===== src/rtl/rrle_pkg.sv =====
// ----------------------------------------------------------------------------
// rrle_pkg
// Types and constants shared by the raster RLE byte decoder modules.
// ----------------------------------------------------------------------------
`default_nettype none

package rrle_pkg;

	localparam int CFG_IDX_W = 1;

	localparam logic [CFG_IDX_W-1:0] REG_TOTAL_BYTES  = 1'b0;
	localparam logic [CFG_IDX_W-1:0] REG_INPUT_BUDGET = 1'b1;

	localparam logic [31:0] TOTAL_RESET  = 32'd1;
	localparam logic [31:0] BUDGET_RESET = 32'd0;

	localparam logic [7:0] ESCAPE_CODE = 8'd128;

	// Configuration seen by the decode core
	typedef struct packed {
		logic [31:0] total_bytes;
		logic [31:0] eff_budget;
		logic        restart;
	} rrle_cfg_t;

	// One decoded run
	typedef struct packed {
		logic [7:0] value;
		logic [8:0] length;
		logic       last;
	} rrle_run_t;

endpackage

`default_nettype wire


===== src/rtl/rrle_in_reg.sv =====
// ----------------------------------------------------------------------------
// rrle_in_reg
// Input register: captures one code byte and holds it until the core takes it.
// ----------------------------------------------------------------------------
`default_nettype none

module rrle_in_reg (
	input  wire logic       clk,
	input  wire logic       arst_n,
	input  wire logic       in_valid,
	output logic            in_ready,
	input  wire logic [7:0] code_byte,
	input  wire logic       advance,
	output logic            valid_s1,
	output logic [7:0]      byte_s1
);
	import rrle_pkg::*;

	// free when empty or when the held item moves on this cycle
	assign in_ready = !valid_s1 || advance;

	always_ff @(posedge clk or negedge arst_n) begin
		if (!arst_n) begin
			valid_s1 <= 1'b0;
		end else if (in_ready) begin
			valid_s1 <= in_valid;
		end
	end

	always_ff @(posedge clk) begin
		if (in_ready && in_valid) begin
			byte_s1 <= code_byte;
		end
	end

endmodule

`default_nettype wire


===== src/rtl/rrle_cfg_regs.sv =====
// ----------------------------------------------------------------------------
// rrle_cfg_regs
// Configuration registers and the restart pulse that follows every write.
// ----------------------------------------------------------------------------
`default_nettype none

module rrle_cfg_regs (
	input  wire logic                          clk,
	input  wire logic                          arst_n,
	input  wire logic                          cfg_we,
	input  wire logic [rrle_pkg::CFG_IDX_W-1:0] cfg_idx,
	input  wire logic [31:0]                   cfg_wdata,
	output rrle_pkg::rrle_cfg_t                cfg
);
	import rrle_pkg::*;

	logic [31:0] total_q;
	logic [31:0] budget_q;
	logic        restart_q;

	always_ff @(posedge clk or negedge arst_n) begin
		if (!arst_n) begin
			total_q   <= TOTAL_RESET;
			budget_q  <= BUDGET_RESET;
			restart_q <= 1'b0;
		end else begin
			restart_q <= cfg_we;
			if (cfg_we) begin
				unique case (cfg_idx)
					REG_TOTAL_BYTES:  total_q  <= cfg_wdata;
					REG_INPUT_BUDGET: budget_q <= cfg_wdata;
					default: ;
				endcase
			end
		end
	end

	always_comb begin
		cfg.total_bytes = total_q;
		// zero budget falls back to the decoded total
		cfg.eff_budget  = (budget_q != 32'd0) ? budget_q : total_q;
		cfg.restart     = restart_q;
	end

endmodule

`default_nettype wire


===== src/rtl/rrle_core.sv =====
// ----------------------------------------------------------------------------
// rrle_core
// Escape-phase tracking, run clamping, counters and the result register.
// ----------------------------------------------------------------------------
`default_nettype none

module rrle_core (
	input  wire logic                clk,
	input  wire logic                arst_n,
	input  wire rrle_pkg::rrle_cfg_t cfg,
	input  wire logic                valid_s1,
	input  wire logic [7:0]          byte_s1,
	output logic                     advance,
	output logic                     out_valid,
	input  wire logic                out_ready,
	output rrle_pkg::rrle_run_t      run
);
	import rrle_pkg::*;

	typedef enum logic [1:0] {
		PH_PLAIN = 2'd0,
		PH_COUNT = 2'd1,
		PH_VALUE = 2'd2
	} phase_t;

	phase_t      phase_q;
	logic [7:0]  pend_q;
	logic [31:0] left_out_q;
	logic [31:0] left_in_q;
	logic        finished_q;
	logic        out_valid_q;
	rrle_run_t   run_q;

	phase_t      nxt_phase;
	logic [7:0]  nxt_pend;
	logic [31:0] nxt_in;
	logic [31:0] nxt_out;
	logic        nxt_finish;
	logic        emit;
	logic [7:0]  emit_value;
	logic [8:0]  emit_len;
	logic [31:0] in_dec;
	logic [31:0] out_lim;
	logic [7:0]  extra;
	logic        take;

	assign advance = valid_s1 && (!out_valid_q || out_ready);
	assign take    = advance && !finished_q;

	assign in_dec  = (left_in_q != 32'd0) ? (left_in_q - 32'd1) : 32'd0;
	assign out_lim = left_out_q - 32'd1;
	// clamp the escape count to what is still expected
	assign extra   = ({24'd0, pend_q} > out_lim) ? out_lim[7:0] : pend_q;

	always_comb begin
		nxt_phase  = phase_q;
		nxt_pend   = pend_q;
		nxt_in     = left_in_q;
		nxt_finish = 1'b0;
		emit       = 1'b0;
		emit_value = byte_s1;
		emit_len   = 9'd1;
		unique case (phase_q)
			PH_COUNT: begin
				nxt_in = in_dec;
				if (byte_s1 == 8'd0) begin
					nxt_phase  = PH_PLAIN;
					emit       = 1'b1;
					emit_value = ESCAPE_CODE;
				end else begin
					nxt_pend  = byte_s1;
					nxt_phase = PH_VALUE;
				end
			end
			PH_VALUE: begin
				nxt_in    = in_dec;
				nxt_phase = PH_PLAIN;
				emit      = 1'b1;
				emit_len  = {1'b0, extra} + 9'd1;
			end
			default: begin
				nxt_phase = PH_PLAIN;
				if (left_out_q == 32'd0 || left_in_q == 32'd0) begin
					nxt_finish = 1'b1;
				end else begin
					nxt_in = in_dec;
					if (byte_s1 == ESCAPE_CODE) begin
						nxt_phase = PH_COUNT;
					end else begin
						emit = 1'b1;
					end
				end
			end
		endcase
		nxt_out = left_out_q - {23'd0, emit_len};
	end

	always_ff @(posedge clk or negedge arst_n) begin
		if (!arst_n) begin
			phase_q     <= PH_PLAIN;
			pend_q      <= 8'd0;
			left_out_q  <= TOTAL_RESET;
			left_in_q   <= TOTAL_RESET;
			finished_q  <= 1'b0;
			out_valid_q <= 1'b0;
			run_q       <= '0;
		end else if (cfg.restart) begin
			phase_q    <= PH_PLAIN;
			pend_q     <= 8'd0;
			left_out_q <= cfg.total_bytes;
			left_in_q  <= cfg.eff_budget;
			finished_q <= 1'b0;
		end else begin
			if (out_ready) begin
				out_valid_q <= 1'b0;
			end
			if (take) begin
				phase_q   <= nxt_phase;
				pend_q    <= nxt_pend;
				left_in_q <= nxt_in;
				if (nxt_finish) begin
					finished_q <= 1'b1;
				end
				if (emit) begin
					left_out_q   <= nxt_out;
					out_valid_q  <= 1'b1;
					run_q.value  <= emit_value;
					run_q.length <= emit_len;
					run_q.last   <= (nxt_out == 32'd0) || (nxt_in == 32'd0);
					if ((nxt_out == 32'd0) || (nxt_in == 32'd0)) begin
						finished_q <= 1'b1;
					end
				end
			end
		end
	end

	assign out_valid = out_valid_q;
	assign run       = run_q;

endmodule

`default_nettype wire


===== src/rtl/raster_rle_byte_decoder_top.sv =====
// ----------------------------------------------------------------------------
// raster_rle_byte_decoder_top
// Byte-encoded raster run decoder: one compressed byte in, at most one run out.
// ----------------------------------------------------------------------------
// Takes one code byte per cycle. Each byte is registered, then decoded against
// the escape phase and the two down-counters once the result register is empty
// or being read, and any run lands in the result register. Input ready drops
// only while the result register holds a run that the sink has not taken. A
// configuration write restarts decoding through a registered restart pulse;
// write only while no item is in flight. After the run flagged final_run,
// further bytes are accepted and dropped until the next write.
`default_nettype none

module raster_rle_byte_decoder_top (
	input  wire logic                          clk,
	input  wire logic                          arst_n,
	input  wire logic                          in_valid,
	output logic                               in_ready,
	input  wire logic [7:0]                    code_byte,
	output logic                               out_valid,
	input  wire logic                          out_ready,
	output logic [7:0]                         run_value,
	output logic [8:0]                         run_length,
	output logic                               final_run,
	input  wire logic                          cfg_we,
	input  wire logic [rrle_pkg::CFG_IDX_W-1:0] cfg_idx,
	input  wire logic [31:0]                   cfg_wdata
);
	import rrle_pkg::*;

	rrle_cfg_t  cfg;
	rrle_run_t  run;
	logic       advance;
	logic       valid_s1;
	logic [7:0] byte_s1;

	rrle_cfg_regs u_cfg (
		.clk       (clk),
		.arst_n    (arst_n),
		.cfg_we    (cfg_we),
		.cfg_idx   (cfg_idx),
		.cfg_wdata (cfg_wdata),
		.cfg       (cfg)
	);

	rrle_in_reg u_in (
		.clk       (clk),
		.arst_n    (arst_n),
		.in_valid  (in_valid),
		.in_ready  (in_ready),
		.code_byte (code_byte),
		.advance   (advance),
		.valid_s1  (valid_s1),
		.byte_s1   (byte_s1)
	);

	rrle_core u_core (
		.clk       (clk),
		.arst_n    (arst_n),
		.cfg       (cfg),
		.valid_s1  (valid_s1),
		.byte_s1   (byte_s1),
		.advance   (advance),
		.out_valid (out_valid),
		.out_ready (out_ready),
		.run       (run)
	);

	assign run_value  = run.value;
	assign run_length = run.length;
	assign final_run  = run.last;

endmodule

`default_nettype wire


===== config.mk =====
export PLATFORM = sky130hd
export DESIGN_NAME = raster_rle_byte_decoder_top
export DESIGN_NICKNAME = d
export VERILOG_FILES = /design/src/rtl/rrle_pkg.sv /design/src/rtl/rrle_in_reg.sv /design/src/rtl/rrle_cfg_regs.sv /design/src/rtl/rrle_core.sv /design/src/rtl/raster_rle_byte_decoder_top.sv
export SDC_FILE = /design/constraint.sdc
export NUM_CORES = 1
export LEC_CHECK = 0
export BUFFER_PORTS_ARGS = -buffer_cell sky130_fd_sc_hd__buf_2
export CAP_MARGIN = 0
export CORE_ASPECT_RATIO = 1.75
export CORE_MARGIN = 2
export CORE_UTILIZATION = 63
export CTS_BUF_LIST = sky130_fd_sc_hd__clkbuf_4
export CTS_CLUSTER_DIAMETER = 40
export DETAILED_ROUTE_END_ITERATION = 8
export PLACE_DENSITY = 0.81
export SETUP_SLACK_MARGIN = 0.15
export SYNTH_ARGS = -nofsm -noshare
export SYNTH_HDL_FRONTEND = slang
export SYNTH_SLANG_ARGS = --single-unit

===== constraint.sdc =====
create_clock -name clk -period 8.56 [get_ports clk]
set_input_delay 0.428 -clock clk [delete_from_list [all_inputs] [get_ports clk]]
set_output_delay 0.428 -clock clk [all_outputs]
set_load 0.05 [all_outputs]

; ---- After elaboration in Yosys (flattened, before gate mapping)
; Index checks and enable logic that the tools add are counted.
[totals]
register_bits = 168
latchBits = 0
ram_bits = 0
mem_bits_ro = 0
input_bits = 46
out_inout_bits = 20
wordCells = 88
mem_count = 0
[op_classes]
n_addsub = 4
n_mul = 0
n_div = 0
order_cmp = 1
n_eq_ne = 4
n_shift = 0
mux = 37
n_bitwise = 2
n_reduce_logical = 26
[ops]
columns = operator, n
row1 = 32-bit 2-to-1 mux, 9
row2 = 32-bit zero test, 4
row3 = 32-bit nonzero test, 2
row4 = 32-bit by 1-bit subtractor with 32-bit output (second input constant), 2
row5 = 8-bit 2-to-1 mux, 7
row6 = 8-bit by 32-bit greater-than comparator with 1-bit output, 1
row7 = 32-bit by 9-bit subtractor with 32-bit output, 1
row8 = 1-bit 2-to-1 mux, 14
row9 = 8-bit by 1-bit adder with 9-bit output (second input constant), 1
row10 = 9-bit 2-to-1 mux, 1
row11 = 8-bit == test (second input constant), 1
row12 = 8-bit zero test, 1
row13 = 2-bit 2-to-1 mux, 4
row14 = 2-bit AND reduction, 3
row15 = 3-bit AND reduction, 2
row16 = 2-bit nonzero test, 3
row17 = 1-bit logical OR, 4
row18 = 2-bit case mux with 2 select lines, 1
row19 = 1-bit logical AND, 3
row20 = 1-bit zero test, 3
row21 = 2-bit by 1-bit == test with 1-bit output (second input constant), 1
row22 = 2-bit == test (second input constant), 1
row23 = 2-bit != test (second input constant), 1
row24 = 1-bit inverter, 2
row25 = 2 further kinds, 2

; ---- Longest topological paths before layout
; Gate-level depths: netlist of the first run.
[logic_depth]
depth_word = 12
mapped_depth = 32
ltp_nobuf = 31

; ---- By module
; From an unflattened synthesis of the first run, not the netlist that was laid out.
[hier_totals]
cells_unflattened = 1244
area_unflattened_um2 = 10891.7
[by_module_without_submodules]
columns = module, instances, cells_per_inst, area_per_inst_um2, seq_area_each_um2
row1 = rrle_core, 1, 946, 7477.2, 2354.8
row2 = rrle_cfg_regs, 1, 286, 3120.5, 1627.8
row3 = rrle_in_reg, 1, 12, 294.0, 265.3

; ---- Worst setup path after synthesis of the first run
; Ideal clock, no wire load.
[synth_path]
path_kind = flip-flop to flip-flop
start = reg u_core.left_out_q[1]
end = reg u_core.finished_q
arrival_time_ps = 5868
required_time_ps = 8496
path_slack_ps = 2628
path_stages_with_launch = 32
n_path_buf = 2
path_cell_list = dfrtp_1 > inv_1 > ha_1 > nand2_1 > or3_1 > xor2_1 > ha_1 > nand4_1 > o211ai_1 > nor3_1 > o2111ai_1 > nor4b_1 > nand4b_1 > buf_2 > mux2i_1 > ha_1 > nand2_1 > nor2_1 > nand3_1 > nor2_1 > a21oi_1 > ha_1 > or3_1 > clkbuf_1 > o21ai_0 > or4b_1 > nor4_1 > o21ai_1 > nor4_1 > nand4_1 > a21oi_1 > a211o_1
[synth_via]
elab_chain_cells = 12
[synth_rtl]
columns = element, line_no
row1 = "start, declared", rrle_core.sv:28  ; logic [31:0] left_out_q;
row2 = "start signal, assigned", rrle_core.sv:110  ; left_out_q <= cfg.total_bytes;
row3 = "start signal, assigned", rrle_core.sv:125  ; left_out_q <= nxt_out;
row4 = 32-bit by 1-bit subtractor with 32-bit output, rrle_core.sv:51  ; assign out_lim = left_out_q - 32'd1;
row5 = 8-bit by 32-bit greater-than comparator with 1-bit output, rrle_core.sv:53  ; assign extra = ({24'd0, pend_q} > out_lim) ? out_lim[7:0] : pend_q;
row6 = 8-bit 2-to-1 mux, rrle_core.sv:53
row7 = 8-bit by 1-bit adder with 9-bit output, rrle_core.sv:79  ; emit_len = {1'b0, extra} + 9'd1;
row8 = 9-bit 2-to-1 mux, rrle_core.sv:63  ; unique case (phase_q)
row9 = 32-bit by 9-bit subtractor with 32-bit output, rrle_core.sv:95  ; nxt_out = left_out_q - {23'd0, emit_len};
row10 = 32-bit zero test, rrle_core.sv:130  ; if ((nxt_out == 32'd0) || (nxt_in == 32'd0)) begin
row11 = 1-bit logical OR, rrle_core.sv:130
row12 = 1-bit 2-to-1 mux, rrle_core.sv:130
row13 = 1-bit 2-to-1 mux *, rrle_core.sv:124  ; if (emit) begin
row14 = 1-bit 2-to-1 mux *, rrle_core.sv:117  ; if (take) begin
row15 = 1-bit 2-to-1 mux *, rrle_core.sv:107  ; end else if (cfg.restart) begin
row16 = "end signal, assigned", rrle_core.sv:112  ; finished_q <= 1'b0;
row17 = "end signal, assigned", rrle_core.sv:122  ; finished_q <= 1'b1;
row18 = "end signal, assigned", rrle_core.sv:131  ; finished_q <= 1'b1;
row19 = "end, declared", rrle_core.sv:30  ; logic finished_q;
; Every way passes the cells marked *; elsewhere a longest branch is shown, timed or not. The select of a mux whose other input is x is not followed.
; A chain may end at the register's enable or synchronous reset.

; ---- Worst setup path in the final report of the first run
[layout_path]
start = reg u_core.left_out_q[1]
end = reg u_core.run_q (netlist bit u_core.run[0])
[layout_via]
elab_chain_cells = 8
[layout_rtl]
columns = element, line_no
row1 = 32-bit by 1-bit subtractor with 32-bit output, rrle_core.sv:51
row2 = 8-bit by 32-bit greater-than comparator with 1-bit output, rrle_core.sv:53
row3 = 8-bit 2-to-1 mux, rrle_core.sv:53
row4 = 8-bit by 1-bit adder with 9-bit output, rrle_core.sv:79
row5 = 9-bit 2-to-1 mux, rrle_core.sv:63
row6 = 32-bit by 9-bit subtractor with 32-bit output, rrle_core.sv:95
row7 = 32-bit zero test, rrle_core.sv:129  ; run_q.last <= (nxt_out == 32'd0) || (nxt_in == 32'd0);
row8 = 1-bit logical OR, rrle_core.sv:129
row9 = "end, declared", rrle_core.sv:32  ; rrle_run_t run_q;
; Parallel ways exist; a longest one is shown, timed or not.

==> out/results.ini, run 1 <==
[yosys]
ys_ff_latch = 168
postSynthAreaPerCell_um2 = 9.25
ys_seq_area_share_pct = 41.8
syn_nets = 1170
ys.warnings.count = 0
ys.flop_type = dfrtp_1
synthArstFlopShare_pct = 95.2
netlist-cell-type-count = 73
synth-edff-count = 8
synthCells = 1100
netlist_area_um2 = 10200

[job]
maxCapViolCount = 0

[critical_path]
crit_buf_inv = 2
critPathSlowestCell = dfrtp_1
cp.required_ns = 9.10
critical_path.endpoint_type = flip-flop
critPathTopFamily = simple AND/OR/NAND/NOR gates
path_class = flip-flop to flip-flop
cp_slowest_stage_delay_ns = 0.45
crit_top_cell = ha_1
crit_start = u_core.left_out_q[1]
crit_fanout = 14
r2r-start = u_core.left_out_q[1]
start_kind = flip-flop
arrival_ns = 7.33

[global_route]
grt_pass1_wl_um = 47400
grt_pass1_vias = 8830
antenna_found_initial = 2
track_usage_pct = 36.5
grt_max_degree = 94
grt.overflow.total = 0

[finish]
drive_gt1_share_pct = 18.1
area_delta_synth_final_pct = 7.90
nNetsFinal = 1206
utilization_pct = 69.1
mostFrequentLayoutCells = dfrtp_1 (156), nand2_1 (127), a21oi_1 (82)
final_common_cell = dfrtp_1

[timing]
setup_violations = 0
post-route-period-util_pct = 79.3
rsz0062_at_grt = no
final.setup.tns_ns = 0
relSlewSlack_pct = 37.1
tightest_slew_ns = 0.940
slew_violations = 0
hold_violations = 0
fin_worst_skew_ns = 0.0373
min_period_ns = 6.79
max_freq_mhz = 147

[clock_tree]
clock_latency_ns = 0.62
cts_buffers = 17
clockRootBuffer = clkbuf_4
cts_resized = 0
cts_buffer_depth = 2
clk_pin_slew_ns = 0.14
cts_tree = done
htreeDepth = 4
clock-sinks = 168
cts_setup_buffers = 0

[route]
vias = 8949
drcViolationCount = 0
firstDrtPassIters = 5
ant_nets = 0
wl_per_cell_um = 22.8
vias_per_cell = 6.68
drt-total-wl_um = 30500
drtIter0Drc = 740

[placed_design]
io_buffers = 65
place.gp.congestion = 0.989
hpwl_um = 22800

[power]
power.density_nw_per_um2 = 203
ir_worst_vdd_uv = 206
p_leak_nw = 4.33

[floorplan]
chipWidth_um = 100
placementRows = 61
core_um2 = 15900
initial_core_util_pct = 64.1
boundaryPins = 66
die_h_um = 172
die_area_um2 = 17200

[outcome]
status = finished clean

[min_path]
hold_path_class = input port to flip-flop
worstHoldStart = code_byte[3]

==> cell families after synthesis <==
family / share of synthesized area, %
AO/OA/AOI/OAI: 14.3
XOR/XNOR: 4.91
adder cells (fa/ha/maj): 3.03
buffers and inverters: 3.37
flip-flops: 41.8
multiplexers: 9.88
AND/OR/NAND/NOR: 22.7
==> worst paths after layout <==
path	end	slack, ns	depth (start not counted)
worst max-delay path	u_core.run[0]	1.77	30
worst min-delay path	u_in.byte_s1[3]	0.01	1
worst max register to register	u_core.run[0]	1.77	30
worst min register to register	u_core.run[16]	0.49	2
max in group asynchronous	u_core.left_in_q[12]	6.69	3
min in group asynchronous	u_core.left_out_q[4]	0.42	2
==> repair_timing <==
| action | CTS | global route |
|---|---|---|
| endpoints found under the hold margin | 94 | 1 |
| hold buffers | 8 | 1 |
| endpoints found under the setup margin | 0 | 0 |
==> cell usage after synthesis, types with 8 or more instances <==
| library cell | n | area share (%) |
|---|---|---|
| a211oi_1 | 19 | 1.4 |
| nand2_1 | 127 | 4.7 |
| edfxtp_1 | 8 | 2.4 |
| nor4_1 | 38 | 2.3 |
| nor2_1 | 79 | 2.9 |
| ha_1 | 23 | 2.8 |
| or3_1 | 11 | 0.68 |
| or4_1 | 12 | 0.89 |
| a21oi_1 | 82 | 4.0 |
| o21ai_0 | 54 | 2.7 |
| nand3_1 | 24 | 1.2 |
| a221oi_1 | 8 | 0.69 |
| o21ai_1 | 11 | 0.54 |
| nor2b_1 | 9 | 0.55 |
| mux2_2 | 66 | 7.3 |
| dfrtp_1 | 157 | 39 |
| nor3b_1 | 10 | 0.74 |
| mux2i_1 | 25 | 2.5 |
| buf_2 | 13 | 0.64 |
| o31ai_1 | 8 | 0.59 |
| inv_1 | 21 | 0.78 |
| nand4_1 | 19 | 1.2 |
| xnor2_1 | 32 | 2.8 |
| clkbuf_1 | 46 | 1.7 |
| nor3_1 | 44 | 2.2 |
| xor2_1 | 25 | 2.2 |
==> state kept, by name (all words and copies together) (netlist names) <==
name,count
u_cfg.restart_q,1
u_core.left_in_q,32
u_core.left_out_q,32
u_core.phase_q,2
u_cfg.total_q,32
u_core.finished_q,1
u_core.pend_q,8
u_core.run,18
u_cfg.budget_q,32
u_in.byte_s1,8
u_core.out_valid,1
u_in.valid_s1,1
==> power by group <==
part	total, mW	switching [mW]	internal [mW]
sequential	1.09	0.173	0.912
combinational	0.632	0.381	0.250
clock	0.510	0.315	0.195
==> final cells by class <==
cell class,count,area (µm²)
Sequential cell,168,4250
Fill cell,1304,4900
Clock inverter,13,183
Timing Repair Buffer,83,489
Multi-Input combinational cell,845,5590
Antenna cell,1,2.50
Inverter,21,78.8
Clock buffer,19,143
Tap cell,189,236
==> worst register-to-register path: cells and delay by family, from the launching register on <==
kind            cells  cell delay (ns)
buf+inv             2             0.37
flops               1             0.45
compound gates      8             1.16
xor+xnor            1             0.32
fa+ha+maj           4             1.14
simple gates       15             3.31
==> per-stage QoR <==
stage                     cell area, µm²  hold slack (ns)  power [mW]  std cells  worst slack, ns
after floorplan                    10200            0.132        1.49       1100             2.63
after global placement             10600            0.452        1.70       1297             2.04
after detailed placement           10600            0.457        1.71       1297             1.86
after CTS                          11000          0.00168        2.22       1337             1.80
after global routing               11000          0.00679        2.32       1339             1.11
final                              11000           0.0123        2.23       1339             1.77
==> routing by layer <==
| layer | share of wire [%] | up-vias | GRT usage [%] |
|---|---|---|---|
| met5 | 0 | - | 0 |
| met4 | 7.9 | 0 | 26.7 |
| met3 | 4.6 | 133 | 4.12 |
| met2 | 53 | 397 | 65.1 |
| met1 | 35 | 4306 | 39.7 |
| li1 | - | 4113 | - |
(Power assumes the default switching activity.)
==> run 2, diff against run 1 <==
Clock period 8.56 ns to 6.8 ns, I/O delays scaled along.
==> out/results.ini, run 2 (synthesis gave the netlist of run 1 again) <==
[timing]
post-route-period-util_pct = 93.3
final.setup.tns_ns = 0
fin_worst_skew_ns = 0.0220
hold_violations = 0
relSlewSlack_pct = 35.6
hold_ws_ns = 0.0108
tightest_slew_ns = 0.962
setup_violations = 0
min_period_ns = 6.34
rsz0062_at_grt = no
max_freq_mhz = 158
slew_violations = 0

[clock_tree]
htreeDepth = 4
clk_pin_slew_ns = 0.16
cts_buffers = 17
cts_buffer_depth = 2
clock-sinks = 168
clockRootBuffer = clkbuf_4
cts_tree = done
clock_latency_ns = 0.60

[finish]
area_delta_synth_final_pct = 12.0
final_area_um2 = 11400
drive_gt1_share_pct = 19.8
final_cells = 1384
nNetsFinal = 1251
mostFrequentLayoutCells = dfrtp_1 (155), nand2_1 (127), a21oi_1 (81)
final_common_cell = dfrtp_1

[placed_design]
place_area_um2 = 10600
hpwl_um = 22200
place.gp.congestion = 1.08
place_inst = 1309
io_buffers = 65

[global_route]
antenna_found_initial = 1
grt_max_degree = 99
track_usage_pct = 36.4
grt.overflow.total = 0
grt_pass1_vias = 9099
grt_pass1_wl_um = 47700

[min_path]
hold_path_class = input port to flip-flop
min_delay_path_depth = 2
worstHoldStart = cfg_wdata[14]
whs_endpoint = u_cfg.budget_q[14]

[power]
power_mw = 2.77
ir_worst_vdd_uv = 207
p_leak_nw = 4.49
power.density_nw_per_um2 = 243

[route]
wl_per_cell_um = 22.3
drcViolationCount = 0
ant_nets = 0
drt-total-wl_um = 30900
drtIter0Drc = 592
firstDrtPassIters = 6
vias = 9282
vias_per_cell = 6.71

[floorplan]
boundaryPins = 66
core_um2 = 15900
chipWidth_um = 100
initial_core_util_pct = 64.1
die_h_um = 172
placementRows = 61
die_area_um2 = 17200

[outcome]
status = finished clean

[critical_path]
crit_fanout = 6
crit_start = u_core.left_out_q[1]
arrival_ns = 6.88
cp.required_ns = 7.33
r2r-start = u_core.left_out_q[1]
rr_endpoint = u_core.finished_q
reg2reg_slack_ns = 0.46
worstRegToRegCells = 30
critical_path.endpoint_type = flip-flop
critPathSlowestCell = dfrtp_2
path_class = flip-flop to flip-flop
start_kind = flip-flop
cp_slowest_stage_delay_ns = 0.47

[job]
maxCapViolCount = 0

run 2: worst max-delay path by stage:
| stage | end | slack (ns) | cells past startpoint |
|---|---|---|---|
| floorplan | u_core.finished_q | 0.87 | 31 |
| global placement | u_core.finished_q | 0.35 | 29 |
| detailed placement | u_core.finished_q | 0.18 | 29 |
| CTS | u_core.finished_q | 0.18 | 29 |
| global route | u_core.finished_q | 0.11 | 30 |
| finish | u_core.finished_q | 0.46 | 30 |
run 2: through the flow:
| stage | worst slack [ns] | util (%) |
|---|---|---|
| global placement | 0.347 | 67.1 |
| global route | 0.111 | 71.8 |
| floorplan | 0.868 | - |
| detailed placement | 0.182 | 67.1 |
| CTS | 0.179 | 71.2 |
| finish | 0.456 | 71.8 |
run 2: routing by layer:
metal / routed length [µm] / share of wire, % / track usage [%]
met1: 10800 / 35 / 38.5
met2: 15800 / 51 / 64.1
met3: 1490 / 4.8 / 4.81
met4: 2840 / 9.2 / 29.2
met5: 0 / 0 / 0
run 2: worst max-delay path, delay by kind of cell (launching register included):
family,cells,cell delay [ns]
compound gates,7,0.94
xor+xnor,1,0.22
fa+ha+maj,4,0.95
buf+inv,2,0.28
flops,1,0.47
mux,1,0.23
simple gates,15,3.18
run 2: layout make-up:
type	instances	area, µm²
diodes	1	2.50
clock buffers	17	128
clock inverters	15	136
fillers	1187	4480
inverters	21	78.8
multi-input cells	845	5660
flip-flops and latches	168	4250
well taps	189	236
repair buffers	128	902
run 2: where the power goes:
group | internal (mW) | leakage (nW) | switching (mW)
combinational | 0.347 | 2.35 | 0.500
clock | 0.161 | 0.143 | 0.407
sequential | 1.15 | 2.00 | 0.210
run 2: repair_timing:
action / CTS / global route
buffers inserted: 0 / 3
setup endpoints to repair: 2 / 22
hold buffers: 38 / 1
pin swaps: 0 / 5
gates resized for setup: 1 / 16
endpoints found under the hold margin: 156 / 1
==> run 3, diff against run 2 <==
--- a/config.mk
+++ b/config.mk
@@ -9,5 +9,5 @@
 export CAP_MARGIN = 0
 export CORE_ASPECT_RATIO = 1.75
-export CORE_MARGIN = 2
+export CORE_MARGIN = 4
 export CORE_UTILIZATION = 63
 export CTS_BUF_LIST = sky130_fd_sc_hd__clkbuf_4
==> constraint.sdc (replaced) <==
create_clock -name clk -period 6.8 [get_ports clk]
set_input_delay 1.36 -clock clk [delete_from_list [all_inputs] [get_ports clk]]
set_output_delay 1.36 -clock clk [all_outputs]
set_load 0.05 [all_outputs]
==> out/results.ini, run 3 (synthesis gave the netlist of run 1 again) <==
[clock_tree]
cts_buffers = 17
clk_pin_slew_ns = 0.17
ctsHoldBuffers = 0
htreeDepth = 4
cts_tree = done
clock_latency_ns = 0.60
cts_buffer_depth = 2
clock-sinks = 168
clockRootBuffer = clkbuf_4

[finish]
n_fill_cell = 1316
final_area_um2 = 11100
mostFrequentLayoutCells = dfrtp_1 (155), nand2_1 (127), a21oi_1 (82)
drive_gt1_share_pct = 20.6
nNetsFinal = 1214
area_delta_synth_final_pct = 8.78
utilization_pct = 69.7
final_common_cell = dfrtp_1

[critical_path]
crit_start = u_core.left_out_q[0]
start_kind = flip-flop
critical_path.endpoint_type = flip-flop
worstRegToRegCells = 27
r2r-start = u_core.left_out_q[0]
arrival_ns = 6.86
cp.required_ns = 7.33
path_class = flip-flop to flip-flop
crit_fanout = 7

[route]
drt-total-wl_um = 30500
drcViolationCount = 0
vias = 8965
drtIter0Drc = 646
wl_per_cell_um = 22.6
vias_per_cell = 6.66
firstDrtPassIters = 5
ant_nets = 0

[timing]
min_period_ns = 6.33
tightest_slew_ns = 1.03
setup_violations = 0
rsz0062_at_grt = yes
fin_worst_skew_ns = 0.0560
layout_setup_ws_ns = 0.472
slew_violations = 0
post-route-period-util_pct = 93.1
hold_violations = 0
max_freq_mhz = 158
relSlewSlack_pct = 31.1

[power]
power.density_nw_per_um2 = 254
p_leak_nw = 4.38
ir_worst_vdd_uv = 213

[floorplan]
initial_core_util_pct = 64.1
die_h_um = 176
die_area_um2 = 18300
core_um2 = 15900
boundaryPins = 66
chipWidth_um = 104
placementRows = 61

[global_route]
grtUsageMet1_pct = 37.1
use_met2_pct = 60.7
busiest_layer = met2
grt.overflow.total = 0
grt_pass1_wl_um = 48400
grt_max_degree = 110
track_usage_pct = 33.7
met3_usage_pct = 3.66
grt_pass1_vias = 8952
antenna_found_initial = 1

[min_path]
hold_path_class = flip-flop to flip-flop
min_delay_path_depth = 2
worstHoldStart = u_core.run[10]

[placed_design]
hpwl_um = 22800
place_area_um2 = 10700
place.gp.congestion = 1.02
io_buffers = 65
pre_cts_slack_ns = 0.230

[job]
maxCapViolCount = 0

[outcome]
status = finished clean

run 3: per-stage QoR:
stage / total power [mW] / setup TNS (ns) / std cells / hold WS [ns]
after floorplan: 1.88 / 0 / 1100 / 0.456
after detailed placement: 2.17 / 0 / 1311 / 0.457
after global placement: 2.15 / 0 / 1311 / 0.452
after CTS: 2.78 / 0 / 1343 / 0.495
final: 2.81 / 0 / 1347 / 0.493
after global routing: 2.95 / -0.0271 / 1347 / 0.534
run 3: final cells by class:
cell class              instances  area [µm²]  area share (%)
clock buffers                  17         128            1.15
clock inverters                15         196            1.78
inverters                      21        78.8           0.712
well taps                     189         236            2.14
diodes                          1        2.50          0.0226
multi-input cells             845        5640            51.0
flip-flops and latches        168        4250            38.4
repair buffers                 91         527            4.76
run 3: worst paths after layout:
path / end / slack (ns)
setup / recovery: u_core.finished_q / 0.47
hold / removal: u_core.run[10] / 0.49
setup reg to reg: u_core.finished_q / 0.47
hold reg to reg: u_core.run[10] / 0.49
max in group asynchronous: u_cfg.restart_q / 4.57
min in group asynchronous: u_core.left_out_q[4] / 0.84
run 3: power breakdown:
| part | switching, mW | leakage (nW) | internal [mW] |
|---|---|---|---|
| Clock | 0.450 | 0.168 | 0.177 |
| Sequential | 0.205 | 2.00 | 1.15 |
| Combinational | 0.494 | 2.22 | 0.338 |
| Total | 1.15 | 4.38 | 1.66 |
run 3: repair_timing:
item,4_1_cts,5_1_grt
endpoints found under the setup margin,0,21
setup buffers,0,3
gates resized for setup,0,13
run 3: critical path, cell delays in order, from the launching register on:
cell       delay [ns]
dfstp_2          0.64
inv_2            0.09
ha_1             0.24
nor3b_2          0.19
xnor2_1          0.30
ha_1             0.31
nand4_1          0.09
o211ai_1         0.11
nor3_1           0.20
o2111ai_1        0.15
nor4b_2          0.26
nand4b_1         0.26
o21ai_2          0.26
ha_2             0.30
nand2_1          0.09
inv_1            0.08
fa_1             0.53
inv_1            0.08
nor4_1           0.33
o211ai_1         0.13
or4b_1           0.51
nor4_1           0.29
o21ai_1          0.13
nor4_2           0.14
nand4_1          0.12
buf_4            0.18
a21oi_1          0.16
a211o_1          0.11
run 3: per-layer routing:
layer / wire (µm) / share of wire [%]
met1: 10800 / 36
met2: 15800 / 52
met3: 1340 / 4.4
met4: 2500 / 8.2
met5: 0 / 0
